--- src/rtl/animation_frame_sequencer_assert.svh ---
// Assertion macros for the animation frame sequencer.
`ifndef ANIMATION_FRAME_SEQUENCER_ASSERT_SVH
`define ANIMATION_FRAME_SEQUENCER_ASSERT_SVH
`ifndef NO_ASSERTIONS
// Same-cycle implication, disabled during reset.
`define AFS_ASSERT_IMPLIES(label, clk, rst, ante, cons) \
  label: assert property (@(posedge clk) disable iff (rst) (ante) |-> (cons)) \
    else $error("afs assertion failed");
// Next-cycle implication, disabled during reset.
`define AFS_ASSERT_NEXT(label, clk, rst, ante, cons) \
  label: assert property (@(posedge clk) disable iff (rst) (ante) |=> (cons)) \
    else $error("afs assertion failed");
`else
`define AFS_ASSERT_IMPLIES(label, clk, rst, ante, cons)
`define AFS_ASSERT_NEXT(label, clk, rst, ante, cons)
`endif
`endif

--- src/rtl/afs_pkg.sv ---
// Types, constants and microcode table of the animation frame sequencer.
`default_nettype none
package afs_pkg;

  localparam int NUM_CLIPS  = 16;
  localparam int FRAME_BITS = 10;
  localparam int CLIP_W     = 4;
  localparam int CLIP_AW    = $clog2(NUM_CLIPS);
  localparam int SPEED_W    = 12;
  localparam int TIME_W     = 16;
  localparam int RATE_W     = 16;
  localparam int TICK_W     = 16;
  localparam int PHASE_W    = 18;
  localparam int BLEND_W    = 17;
  localparam int ENTRY_W    = FRAME_BITS + RATE_W;
  localparam int PROD_RS_W  = RATE_W + SPEED_W;
  localparam int PROD_W     = PROD_RS_W + TICK_W;
  localparam int INC_W      = PROD_W - 32;
  localparam int DIV_W      = TICK_W + 8;
  localparam int DIV_CNT_W  = $clog2(DIV_W + 1);
  localparam int PADDR_W    = 3;
  localparam int PC_W       = 4;

  localparam logic [BLEND_W-1:0] ONE_Q16    = BLEND_W'(65536);
  localparam logic [PHASE_W-1:0] PHASE_MAX  = '1;
  localparam logic [TICK_W-1:0]  TICK_RESET = TICK_W'(1092);
  localparam logic [SPEED_W-1:0] SPEED_ONE  = SPEED_W'(256);

  // Register index of tick_seconds
  localparam logic [PADDR_W-3:0] REG_TICK = '0;

  typedef enum logic [1:0] {
    CMD_TICK = 2'd0,
    CMD_PLAY = 2'd1,
    CMD_LOAD = 2'd2,
    CMD_NOP  = 2'd3
  } cmd_t;

  typedef struct packed {
    cmd_t                  command;
    logic [CLIP_W-1:0]     clip_index;
    logic [SPEED_W-1:0]    speed_scale;
    logic [TIME_W-1:0]     blend_time;
    logic [FRAME_BITS-1:0] frame_count;
    logic [RATE_W-1:0]     frame_rate;
  } cmd_word_t;

  typedef struct packed {
    logic                  playing;
    logic [CLIP_W-1:0]     cur_clip;
    logic [FRAME_BITS-1:0] cur_frame;
    logic [PHASE_W-1:0]    cur_phase;
    logic                  next_active;
    logic [CLIP_W-1:0]     next_clip;
    logic [FRAME_BITS-1:0] next_frame;
    logic [PHASE_W-1:0]    next_phase;
    logic [BLEND_W-1:0]    blend_progress;
  } res_word_t;

  // Datapath operations of one microcode step
  typedef enum logic [3:0] {
    U_WAIT,
    U_LOAD,
    U_DIV_INIT,
    U_DIV_STEP,
    U_PLAY_SET,
    U_READ,
    U_MUL_RS,
    U_MUL_T,
    U_ADV,
    U_BLEND,
    U_EMIT
  } uop_t;

  // Sequencing of the step counter
  typedef enum logic [2:0] {
    J_NEXT,
    J_GOTO,
    J_DISPATCH,
    J_DIV_LOOP,
    J_SKIP_PEND,
    J_HOLD_OUT
  } jump_t;

  typedef enum logic {
    SIDE_ACT,
    SIDE_PEND
  } side_t;

  typedef struct packed {
    uop_t            op;
    side_t           side;
    jump_t           jump;
    logic [PC_W-1:0] target;
  } ctrl_t;

  localparam logic [PC_W-1:0] PC_IDLE     = 4'd0;
  localparam logic [PC_W-1:0] PC_LOAD     = 4'd1;
  localparam logic [PC_W-1:0] PC_DIV_INIT = 4'd2;
  localparam logic [PC_W-1:0] PC_DIV_STEP = 4'd3;
  localparam logic [PC_W-1:0] PC_PLAY_SET = 4'd4;
  localparam logic [PC_W-1:0] PC_TICK     = 4'd5;
  localparam logic [PC_W-1:0] PC_ACT_MRS  = 4'd6;
  localparam logic [PC_W-1:0] PC_ACT_MT   = 4'd7;
  localparam logic [PC_W-1:0] PC_ACT_ADV  = 4'd8;
  localparam logic [PC_W-1:0] PC_BLEND    = 4'd9;
  localparam logic [PC_W-1:0] PC_PND_RD   = 4'd10;
  localparam logic [PC_W-1:0] PC_PND_MRS  = 4'd11;
  localparam logic [PC_W-1:0] PC_PND_MT   = 4'd12;
  localparam logic [PC_W-1:0] PC_PND_ADV  = 4'd13;
  localparam logic [PC_W-1:0] PC_EMIT     = 4'd14;

  // Control store: one control word per step
  function automatic ctrl_t ucode(logic [PC_W-1:0] pc);
    ctrl_t c;
    case (pc)
      PC_IDLE:     c = '{U_WAIT,     SIDE_ACT,  J_DISPATCH,  PC_IDLE};
      PC_LOAD:     c = '{U_LOAD,     SIDE_ACT,  J_GOTO,      PC_EMIT};
      PC_DIV_INIT: c = '{U_DIV_INIT, SIDE_ACT,  J_NEXT,      PC_IDLE};
      PC_DIV_STEP: c = '{U_DIV_STEP, SIDE_ACT,  J_DIV_LOOP,  PC_DIV_STEP};
      PC_PLAY_SET: c = '{U_PLAY_SET, SIDE_ACT,  J_GOTO,      PC_EMIT};
      PC_TICK:     c = '{U_READ,     SIDE_ACT,  J_NEXT,      PC_IDLE};
      PC_ACT_MRS:  c = '{U_MUL_RS,   SIDE_ACT,  J_NEXT,      PC_IDLE};
      PC_ACT_MT:   c = '{U_MUL_T,    SIDE_ACT,  J_NEXT,      PC_IDLE};
      PC_ACT_ADV:  c = '{U_ADV,      SIDE_ACT,  J_NEXT,      PC_IDLE};
      PC_BLEND:    c = '{U_BLEND,    SIDE_PEND, J_SKIP_PEND, PC_EMIT};
      PC_PND_RD:   c = '{U_READ,     SIDE_PEND, J_NEXT,      PC_IDLE};
      PC_PND_MRS:  c = '{U_MUL_RS,   SIDE_PEND, J_NEXT,      PC_IDLE};
      PC_PND_MT:   c = '{U_MUL_T,    SIDE_PEND, J_NEXT,      PC_IDLE};
      PC_PND_ADV:  c = '{U_ADV,      SIDE_PEND, J_NEXT,      PC_IDLE};
      PC_EMIT:     c = '{U_EMIT,     SIDE_ACT,  J_HOLD_OUT,  PC_IDLE};
      default:     c = '{U_WAIT,     SIDE_ACT,  J_GOTO,      PC_IDLE};
    endcase
    return c;
  endfunction

endpackage
`default_nettype wire

--- src/rtl/afs_ram.sv ---
// Generic single-write, single-read RAM with registered read data.
`default_nettype none
module afs_ram #(
  parameter int WIDTH = 8,
  parameter int DEPTH = 16
) (
  input  wire logic                     clk,
  input  wire logic                     we,
  input  wire logic [$clog2(DEPTH)-1:0] waddr,
  input  wire logic [WIDTH-1:0]         wdata,
  input  wire logic [$clog2(DEPTH)-1:0] raddr,
  output logic      [WIDTH-1:0]         rdata
);

  logic [WIDTH-1:0] mem [DEPTH];

  // Write port and registered read port
  always_ff @(posedge clk) begin
    if (we) begin
      mem[waddr] <= wdata;
    end
    rdata <= mem[raddr];
  end

endmodule
`default_nettype wire

--- src/rtl/animation_frame_sequencer.sv ---
// Top level of the animation frame sequencer: microcode sequencer and datapath.
`default_nettype none
`include "animation_frame_sequencer_assert.svh"
// Plays a current clip and cross-fades in a pending one. One command word is
// taken at a time and each gives one result word showing the state after it.
// A load writes the clip table. A play works out the blend step in a 24-step
// restoring divider, one quotient bit a cycle. A tick does one table read and
// two registered multiplies per clip advanced, both clips sharing the
// multiplier; it also advances the pending clip while one blends in, but not
// on the tick that ends a blend. A tick before any play and a no-op only give
// their result word. The result register frees the input side: a
// new word is taken while the last result waits, and the final step holds
// only while a result is still stalled.
// The clip tables have no reset; entries must be loaded before they are played.
module animation_frame_sequencer
  import afs_pkg::*;
(
  input  wire logic               clk,
  input  wire logic               rst,
  input  wire logic               psel,
  input  wire logic               penable,
  input  wire logic               pwrite,
  input  wire logic [PADDR_W-1:0] paddr,
  input  wire logic [31:0]        pwdata,
  output logic      [31:0]        prdata,
  output logic                    pready,
  input  wire logic               cmd_valid,
  output logic                    cmd_stall,
  input  wire cmd_word_t          cmd_word,
  output logic                    res_valid,
  input  wire logic               res_stall,
  output res_word_t               res_word
);

  logic [PC_W-1:0]       pc;
  logic [PC_W-1:0]       pc_next;
  ctrl_t                 cw;
  logic                  cmd_accept;
  cmd_word_t             cmd_q;
  logic [TICK_W-1:0]     tick_seconds;

  logic                  play_flag;
  logic [CLIP_W-1:0]     active_clip;
  logic [FRAME_BITS-1:0] active_frame;
  logic [SPEED_W-1:0]    active_speed;
  logic [PHASE_W-1:0]    active_phase;
  logic                  pending_valid;
  logic [CLIP_W-1:0]     pending_clip;
  logic [FRAME_BITS-1:0] pending_frame;
  logic [SPEED_W-1:0]    pending_speed;
  logic [PHASE_W-1:0]    pending_phase;
  logic [BLEND_W-1:0]    blend_acc;
  logic [BLEND_W-1:0]    blend_step;

  logic [CLIP_W-1:0]     rd_clip;
  logic [ENTRY_W-1:0]    tbl_rdata;
  logic [SPEED_W-1:0]    speed_sel;
  logic [PROD_RS_W-1:0]  prod_rs;
  logic [PROD_W-1:0]     prod_full;
  logic [INC_W-1:0]      inc_q;
  logic [FRAME_BITS-1:0] count_q;

  logic [PHASE_W-1:0]    phase_sel;
  logic [FRAME_BITS-1:0] frame_sel;
  logic [PHASE_W:0]      phase_sum;
  logic [PHASE_W-1:0]    phase_sat;
  logic                  frame_step;
  logic [FRAME_BITS:0]   frame_inc;
  logic [FRAME_BITS-1:0] frame_wrap;
  logic [PHASE_W-1:0]    phase_new;
  logic [FRAME_BITS-1:0] frame_new;

  logic [BLEND_W-1:0]    blend_sum;
  logic                  blend_done;

  logic [DIV_W-1:0]      div_dq;
  logic [TIME_W-1:0]     div_rem;
  logic [DIV_CNT_W-1:0]  div_cnt;
  logic [TIME_W:0]       div_trial;
  logic                  div_ge;
  logic [TIME_W:0]       div_diff;
  logic [BLEND_W-1:0]    step_val;

  logic                  cfg_write;
  logic                  clip_ok;

  // Decode the current step
  assign cw         = ucode(pc);
  assign cmd_stall  = (pc != PC_IDLE);
  assign cmd_accept = cmd_valid && !cmd_stall;
  assign clip_ok    = (32'(cmd_word.clip_index) < NUM_CLIPS);

  // Advance the step counter
  always_comb begin
    pc_next = pc;
    case (cw.jump)
      J_NEXT: begin
        pc_next = pc + PC_W'(1);
      end
      J_GOTO: begin
        pc_next = cw.target;
      end
      J_DISPATCH: begin
        if (cmd_accept) begin
          case (cmd_word.command)
            CMD_LOAD: pc_next = clip_ok ? PC_LOAD : PC_EMIT;
            CMD_PLAY: pc_next = clip_ok ? PC_DIV_INIT : PC_EMIT;
            CMD_TICK: pc_next = play_flag ? PC_TICK : PC_EMIT;
            default:  pc_next = PC_EMIT;
          endcase
        end
      end
      J_DIV_LOOP: begin
        pc_next = (div_cnt == DIV_CNT_W'(DIV_W - 1)) ? pc + PC_W'(1) : cw.target;
      end
      J_SKIP_PEND: begin
        pc_next = (!pending_valid || blend_done) ? cw.target : pc + PC_W'(1);
      end
      J_HOLD_OUT: begin
        pc_next = (res_valid && res_stall) ? pc : cw.target;
      end
      default: begin
        pc_next = PC_IDLE;
      end
    endcase
  end

  always_ff @(posedge clk) begin
    if (rst) begin
      pc <= PC_IDLE;
    end else begin
      pc <= pc_next;
    end
  end

  // Hold the accepted command word
  always_ff @(posedge clk) begin
    if (cmd_accept) begin
      cmd_q <= cmd_word;
    end
  end

  // Configuration port
  assign pready    = 1'b1;
  assign cfg_write = psel && penable && pwrite && pready;
  assign prdata    = (paddr[PADDR_W-1:2] == REG_TICK) ? 32'(tick_seconds) : 32'd0;

  always_ff @(posedge clk) begin
    if (rst) begin
      tick_seconds <= TICK_RESET;
    end else if (cfg_write && paddr[PADDR_W-1:2] == REG_TICK) begin
      tick_seconds <= pwdata[TICK_W-1:0];
    end
  end

  // Clip table: frame count over frame rate
  assign rd_clip = (cw.side == SIDE_PEND) ? pending_clip : active_clip;

  afs_ram #(
    .WIDTH (ENTRY_W),
    .DEPTH (NUM_CLIPS)
  ) u_clip_table (
    .clk   (clk),
    .we    (cw.op == U_LOAD),
    .waddr (cmd_q.clip_index[CLIP_AW-1:0]),
    .wdata ({cmd_q.frame_count, cmd_q.frame_rate}),
    .raddr (rd_clip[CLIP_AW-1:0]),
    .rdata (tbl_rdata)
  );

  // Rate times speed, then times tick length
  assign speed_sel = (cw.side == SIDE_PEND) ? pending_speed : active_speed;
  assign prod_full = PROD_W'(prod_rs) * PROD_W'(tick_seconds);

  always_ff @(posedge clk) begin
    if (cw.op == U_MUL_RS) begin
      prod_rs <= PROD_RS_W'(tbl_rdata[RATE_W-1:0]) * PROD_RS_W'(speed_sel);
      count_q <= tbl_rdata[ENTRY_W-1:RATE_W];
    end
    if (cw.op == U_MUL_T) begin
      inc_q <= prod_full[PROD_W-1:32];
    end
  end

  // Phase advance with saturation and frame wrap
  assign phase_sel = (cw.side == SIDE_PEND) ? pending_phase : active_phase;
  assign frame_sel = (cw.side == SIDE_PEND) ? pending_frame : active_frame;

  always_comb begin
    phase_sum  = {1'b0, phase_sel} + (PHASE_W + 1)'(inc_q);
    phase_sat  = (phase_sum > {1'b0, PHASE_MAX}) ? PHASE_MAX : phase_sum[PHASE_W-1:0];
    frame_step = (phase_sat >= PHASE_W'(ONE_Q16));
    frame_inc  = {1'b0, frame_sel} + (FRAME_BITS + 1)'(1);
    if (count_q < FRAME_BITS'(2)) begin
      frame_wrap = '0;
    end else if (frame_inc >= (FRAME_BITS + 1)'(count_q - FRAME_BITS'(1))) begin
      frame_wrap = '0;
    end else begin
      frame_wrap = frame_inc[FRAME_BITS-1:0];
    end
    phase_new = frame_step ? phase_sat - PHASE_W'(ONE_Q16) : phase_sat;
    frame_new = frame_step ? frame_wrap : frame_sel;
  end

  // Blend progress
  assign blend_sum  = blend_acc + blend_step;
  assign blend_done = blend_sum[BLEND_W-1];

  // Restoring divider: tick length times 256 over blend time
  always_comb begin
    div_trial = {div_rem, div_dq[DIV_W-1]};
    div_ge    = (div_trial >= {1'b0, cmd_q.blend_time});
    div_diff  = div_trial - {1'b0, cmd_q.blend_time};
    if (cmd_q.blend_time == '0) begin
      step_val = ONE_Q16;
    end else if (div_dq == '0) begin
      step_val = BLEND_W'(1);
    end else if (div_dq > DIV_W'(ONE_Q16)) begin
      step_val = ONE_Q16;
    end else begin
      step_val = div_dq[BLEND_W-1:0];
    end
  end

  always_ff @(posedge clk) begin
    if (cw.op == U_DIV_INIT) begin
      div_dq  <= {tick_seconds, 8'd0};
      div_rem <= '0;
      div_cnt <= '0;
    end else if (cw.op == U_DIV_STEP) begin
      div_dq  <= {div_dq[DIV_W-2:0], div_ge};
      div_rem <= div_ge ? div_diff[TIME_W-1:0] : div_trial[TIME_W-1:0];
      div_cnt <= div_cnt + DIV_CNT_W'(1);
    end
  end

  // Playback state
  always_ff @(posedge clk) begin
    if (rst) begin
      play_flag     <= 1'b0;
      active_clip   <= '0;
      active_frame  <= '0;
      active_speed  <= SPEED_ONE;
      active_phase  <= '0;
      pending_valid <= 1'b0;
      pending_clip  <= '0;
      pending_frame <= '0;
      pending_speed <= SPEED_ONE;
      pending_phase <= '0;
      blend_acc     <= '0;
      blend_step    <= '0;
    end else begin
      case (cw.op)
        U_PLAY_SET: begin
          play_flag     <= 1'b1;
          pending_valid <= 1'b1;
          pending_clip  <= cmd_q.clip_index;
          pending_speed <= cmd_q.speed_scale;
          blend_step    <= step_val;
        end
        U_ADV: begin
          if (cw.side == SIDE_PEND) begin
            pending_frame <= frame_new;
            pending_phase <= phase_new;
          end else begin
            active_frame <= frame_new;
            active_phase <= phase_new;
          end
        end
        U_BLEND: begin
          if (pending_valid) begin
            if (blend_done) begin
              // Promote the pending clip and clear the blend
              active_clip   <= pending_clip;
              active_frame  <= pending_frame;
              active_phase  <= pending_phase;
              active_speed  <= pending_speed;
              blend_acc     <= '0;
              pending_valid <= 1'b0;
              pending_frame <= '0;
              pending_phase <= '0;
            end else begin
              blend_acc <= blend_sum;
            end
          end
        end
        default: begin
        end
      endcase
    end
  end

  // Result register
  always_ff @(posedge clk) begin
    if (rst) begin
      res_valid <= 1'b0;
    end else if (cw.op == U_EMIT && !(res_valid && res_stall)) begin
      res_valid <= 1'b1;
    end else if (!res_stall) begin
      res_valid <= 1'b0;
    end
  end

  always_ff @(posedge clk) begin
    if (cw.op == U_EMIT && !(res_valid && res_stall)) begin
      res_word.playing        <= play_flag;
      res_word.cur_clip       <= active_clip;
      res_word.cur_frame      <= active_frame;
      res_word.cur_phase      <= active_phase;
      res_word.next_active    <= pending_valid;
      res_word.next_clip      <= pending_clip;
      res_word.next_frame     <= pending_frame;
      res_word.next_phase     <= pending_phase;
      res_word.blend_progress <= blend_acc;
    end
  end

  // Checks
  `AFS_ASSERT_IMPLIES(a_pend_needs_play, clk, rst, pending_valid, play_flag)
  `AFS_ASSERT_IMPLIES(a_step_range, clk, rst, pending_valid, blend_step != '0 && blend_step <= ONE_Q16)
  `AFS_ASSERT_IMPLIES(a_blend_below_one, clk, rst, 1'b1, blend_acc < ONE_Q16)
  `AFS_ASSERT_NEXT(a_one_word_in_flight, clk, rst, cmd_accept, cmd_stall)
  `AFS_ASSERT_IMPLIES(a_div_done, clk, rst, cw.op == U_PLAY_SET, div_cnt == DIV_CNT_W'(DIV_W))

endmodule
`default_nettype wire

--- config.mk ---
export PLATFORM = sky130hd
export DESIGN_NAME = animation_frame_sequencer
export DESIGN_NICKNAME = d
export VERILOG_FILES = /design/src/rtl/afs_pkg.sv /design/src/rtl/afs_ram.sv /design/src/rtl/animation_frame_sequencer.sv
export VERILOG_INCLUDE_DIRS = /design/src /design/src/rtl
export SDC_FILE = /design/constraint.sdc
export NUM_CORES = 2
export LEC_CHECK = 0
export ABC_AREA = 1
export BUFFER_PORTS_ARGS = -buffer_cell sky130_fd_sc_hd__buf_2
export CAP_MARGIN = 20
export CORE_MARGIN = 4
export CORE_UTILIZATION = 50
export DETAILED_ROUTE_END_ITERATION = 10
export PLACE_DENSITY = 0.67
export SYNTH_ARGS = -nofsm -noshare
export SYNTH_HDL_FRONTEND = slang
export SYNTH_SLANG_ARGS = --single-unit
--- constraint.sdc ---
create_clock -name clk -period 7.7 [get_ports clk]
set_input_delay 0.77 -clock clk [delete_from_list [all_inputs] [get_ports clk]]
set_output_delay 0.77 -clock clk [all_outputs]
set_load 0.005 [all_outputs]
* After elaboration in Yosys (flattened, before gate mapping)
Memories as Yosys holds them, arrays and structs flattened. A register that Yosys moved wholly into a read port is not among the register bits.
Index checks and enable logic that the tools add are counted.
** Storage, ports and cells
- Register bits :: 381
- Memory bits (writable) :: 416
- Memory bits (read-only) :: 192
- Input bits :: 102
- Output and inout bits :: 118
- Word-level logic and storage cells :: 151
- Memories :: 2
** Memories
- u_clip_table.mem :: words 16, width 26, read ports 1, clocked after Yosys merged registers in 1, wr ports 1, RTL line afs_ram.sv:15 : logic [WIDTH-1:0] mem [DEPTH];
- (name not given) :: words 16, width 12, read ports 1, clocked after Yosys merged registers in 1, wr ports 0, RTL line afs_pkg.sv:116 : case (pc)
** Operators by class
- Add/subtract/negate cells :: 8
- $mul :: 2
- Magnitude comparators :: 6
- Equality and inequality tests :: 24
- Multiplexer cells :: 49
- Bitwise gates (word level) :: 1
- Reductions and logical operators :: 23
** Operators by type and width (number)
- two-way mux 18 bit :: 9
- two-way mux 10 bit :: 10
- one-hot mux 18 bit (2 select lines) :: 2
- two-way mux 17 bit :: 3
- two-way mux 16 bit :: 3
- two-way mux 24 bit :: 2
- multiplier 28 x 16 -> 44 bit :: 1
- one-hot mux 10 bit (2 select lines) :: 2
- two-way mux 4 bit :: 8
- multiplier 16 x 12 -> 28 bit :: 1
- greater-than comparator 24 x 17 -> 1 bit, second input constant :: 1
- logical NOT 24 bit :: 1
- one-hot mux 4 bit (6 select lines) :: 1
- adder 18 x 12 -> 19 bit :: 1
- greater-than comparator 19 x 18 -> 1 bit, second input constant :: 1
- greater-or-equal comparator 18 x 17 -> 1 bit, second input constant :: 1
- subtractor 18 x 17 -> 18 bit, second input constant :: 1
- adder 17 bit :: 1
- greater-or-equal comparator 17 x 16 -> 1 bit :: 1
- logical NOT 16 bit :: 1
- subtractor 16 bit :: 1
- equality test 4 x 3 -> 1 bit, second input constant :: 3
- equality test 4 bit, second input constant :: 3
- two-way mux 12 bit :: 1
- 30 further kinds :: 54

* Logic depth before layout (Yosys ltp)
- Depth after elaboration :: 8
- Mapped depth :: 30

* Cells and area by module
Synthesis repeated with hierarchy kept, for this count alone.
** Second synthesis, totals
- Cells, all modules :: 6217
- Area total of the unflattened synthesis :: 56280.2 µm²
** By module, submodules not included
- animation_frame_sequencer :: instances 1, cells each 4490, area an instance 37966.4 µm², seq. area each 9869.5 µm²
- afs_ram :: instances 1, cells each 1727, area an instance 18313.8 µm², seq. area each 13012.5 µm²

* Worst setup path before layout
Ideal clock, no wire load.
- Path kind :: register -> register
- Start :: reg tick_seconds[1]
- End :: reg inc_q[9] (data pin)
- Arrival :: 5.526 ns
- Path slack :: 1.915 ns
- Cell stages (with the launch flop) :: 27
- Period minus slack after synthesis :: 5.785 ns
- Cell sequence :: dfxtp_1 clkbuf_1 buf_1 nand2_1 fa_1 inv_1 fa_1 inv_1 fa_1 inv_1 fa_1 fa_1 inv_1 fa_1 inv_1 ha_1 nand2_1 nor2_1 inv_1 nor4b_1 o21ai_0 nand3_1 nand2_1 nand2_1 nand2_1 nand2_1 xor2_1
** Between the ends
- Cells in the longest elaborated chain, start to end :: 1
** Ends and longest elaborated chain
- from (decl) :: RTL line animation_frame_sequencer.sv:40 : logic [TICK_W-1:0] tick_seconds;
- from (signal assigned) :: RTL line animation_frame_sequencer.sv:152 : tick_seconds <= pwdata[TICK_W-1:0];
- multiplier 28 x 16 -> 44 bit :: RTL line animation_frame_sequencer.sv:173 : assign prod_full = PROD_W'(prod_rs) * PROD_W'(tick_seconds);
- net prod_full[41] :: RTL line animation_frame_sequencer.sv:59 : logic [PROD_W-1:0] prod_full;
- to (signal assigned) :: RTL line animation_frame_sequencer.sv:181 : inc_q <= prod_full[PROD_W-1:32];
- to (decl) :: RTL line animation_frame_sequencer.sv:60 : logic [INC_W-1:0] inc_q;
The timed path passes the listed nets, and every way through them passes these cells.
A chain may end at the register's enable or synchronous reset.

* Final worst setup path
- Start :: reg tick_seconds[4]
- End :: reg inc_q[9] (data pin)
Same word-level chain as after synthesis.

==> run metrics <==
status=complete, no violations; Hold Fails Final Rpt=0; Worst Setup End Kind=flip-flop; max layer used=met5; wl on met1=59,000 µm; hold buffers post-CTS=0; Synth area leaders=edfxtp_1 34%, fa_1 18%, inv_1 8.1%; post-CTS repair timing setup buffer count=0; latest clock arrival within the worst-skew pair=about 0.65 ns; Hold Slack=0.309 ns; DPL Wire Length=93,800 µm; pin slew with the least headroom to its limit=approximately 1.2 ns; worst-path fanout max=19; Syn Area/Cell=9.33 µm²; initial antenna violation count=7; clk slew on worst S/H paths=roughly 0.07 ns; Synth Register Bits=832; clk_skew=0.0332 ns; metal2 WL=60,800 µm; area delta synth->final=9.55%; fmax=between 150 and 200 MHz; worst-case clock buffer depth=3; Synth cell types=64; number of global-route vias before repair=38,839; site row count=121; Post-Route WL=roughly 130,000 µm; TritonCTS Buffers=84; Vias=slightly below 40,000; Post-Syn Area=0.0553 mm²; Initial DRC Count=~3,200; Post-synth EDFFs=622; Startpoint Class=flip-flop; filler cell count=9,654; DRC viols=0; layout cells sized above 1=7.97%; grt ovf=0; first-pass GRT wire length=around 210,000 µm; most frequent cells in the layout=1,194 x inv_1, 1,168 x nand2_1, 622 x edfxtp_1; IO Pins=220; Detail Route Antenna Nets=0; Final TNS setup=0 ns; Die Area=~0.12 mm²; Clock Sinks=832; htree depth=3; Slew Limit Headroom=18.8%; IO buf count=183; Final Cell Area=between 0.06 and 0.07 mm²; Arr. time, crit path=approximately 7 ns; met3 wire length=10,500 µm; core box area=0.109 mm²; Top FF cell, synth=edfxtp_1; WS Path Type=reg2reg; placed instance area=0.0575 mm²; post-cts repair resize count=0; Hold/Removal Path Class=in2reg; sequential fraction of the synthesis area=41.4%; Initial Utilization=between 50% and 60%; Setup-failing EPs final=0; Data required, critical path=between 8 and 9 ns; Routed WL per cell=17.8 µm; Yosys warning count=0; Total GRT Usage=between 20% and 30%; PwrDens=382 mW/mm²; nets=6,831; Min Clock Period, post-route=6.57 ns; die height=approximately 340 µm; vias per cell=5.26; share of the synthesized area in the top cell type=33.8%; clock tree from TritonCTS=built; Tcrit/Tclk final=roughly 85%; post-synthesis cell count=5,919; leakage=27.6 nW; First-pass DRT Iterations=5; worst ir drop on vdd=0.000467 V; Die X=around 340 µm; post-synth top area cell=edfxtp_1; RSZ-0062 raised after global routing=false; Root Buffer=clkbuf_16; max_cap viols=0; Routability Congestion=0.909; most common cell after layout, fill and taps aside=inv_1; fraction of registers with async set/reset=0%; Slew Limit Fails=0; largest net degree at the start of global routing=242
[cell families after synthesis]
| logic type | count (synthesis) | synth area share [%] |
|---|---|---|
| simple gates | 1790 | 13.4 |
| buf+inv | 1509 | 10.5 |
| compound gates | 955 | 9.49 |
| flops | 832 | 41.4 |
| fa+ha+maj | 750 | 23.8 |
| xor+xnor | 80 | 1.28 |
| other cells | 2 | 0.0136 |
| mux | 1 | 0.0181 |
[sequential cells by signal, indices dropped and copies added (netlist names), 5 cells and up]
name / flops
active_frame: 10
active_phase: 18
active_speed: 12
blend_acc: 16
blend_step: 17
cmd_q: 58
count_q: 10
cw: 11
div_cnt: 5
div_dq: 24
div_rem: 16
inc_q: 12
pending_frame: 10
pending_phase: 18
pending_speed: 12
prod_rs: 28
res_word: 82
tick_seconds: 16
u_clip_table.mem: 416
u_clip_table.rdata: 26
[area by class of cell]
class / instances / area, µm² / share of cell area [%]
antenna: 2 / 5.00 / 0.00827
tap: 1476 / 1850 / 3.05
inverter: 1210 / 4550 / 7.52
clock buffer: 106 / 2300 / 3.80
sequential: 832 / 22900 / 37.8
clock inverter: 47 / 500 / 0.827
multi-input combinational: 3594 / 26800 / 44.3
timing repair buffer: 257 / 1660 / 2.73
[synthesized netlist by cell type (all sizes together) (2+ instances only)]
master,n
clkbuf,214
conb,2
a21oi,415
fa,504
nand3b,8
a21o,8
inv,1203
nand4,43
o21ai,367
dfxtp,210
a221oi,3
xnor2,26
o221ai,21
nor4,6
a31oi,8
nor2,282
edfxtp,622
o21a,7
nand3,225
o31ai,4
o211ai,75
o22ai,18
xor2,54
ha,246
o21bai,15
a211oi,5
clkinv,7
nand2,1174
and3,2
or2,17
and2,2
buf,85
nor3,29
a21boi,3
[per-stage QoR]
| step | power [mW] | utilization, % | cells | setup WS (ns) |
|---|---|---|---|---|
| 6_report | 23.1 | 55.4 | 7524 | 1.13 |
| 2_1_floorplan | 15.5 | - | 5935 | 1.91 |
| 3_3_place_gp | 18.9 | 52.6 | 7356 | 1.29 |
| 5_1_grt | 25.4 | 55.4 | 7522 | 0.558 |
| 4_1_cts | 23.2 | 55.2 | 7512 | 1.16 |
| 3_5_place_dp | 19.0 | 52.6 | 7359 | 1.23 |
[worst paths after layout]
check,from,to,slack (ns),depth (start not counted)
setup / recovery,tick_seconds[4],inc_q[9],1.13,24
hold / removal,cmd_word[14],cmd_q[14],0.31,1
setup reg to reg,tick_seconds[4],inc_q[9],1.13,24
hold reg to reg,u_clip_table.rdata[24],count_q[8],0.40,0
[metal layers]
metal / global-route usage (%) / vias up
met4: 6.40 / 4
li1: - / 18899
met5: 0 / -
met1: 32.7 / 19200
met3: 4.37 / 190
met2: 36.4 / 1287
[critical path, stage by stage (launching register included)]
cell and delay [ns]:
dfxtp_1 0.95, nand2_1 0.20, fa_1 0.57, inv_1 0.05, fa_1 0.38, fa_1 0.55, inv_1 0.06, fa_1 0.53
inv_1 0.05, fa_1 0.50, inv_1 0.05, fa_1 0.47, inv_1 0.05, ha_1 0.31, nand2_1 0.11, nor2_1 0.20
inv_1 0.10, nor4b_1 0.42, o21ai_0 0.17, nand3_1 0.18, nand2_1 0.07, nand2_1 0.09, nand2_1 0.05, nand2_1 0.06
xor2_1 0.17
[power by group]
group	leakage [nW]	total, mW	switching (mW)	internal, mW
Clock	1.38	4.13	1.73	2.40
Combinational	18.9	12.6	8.08	4.56
Sequential	7.32	6.32	0.669	5.65
Note: power is estimated with default switching activity, not from simulation.
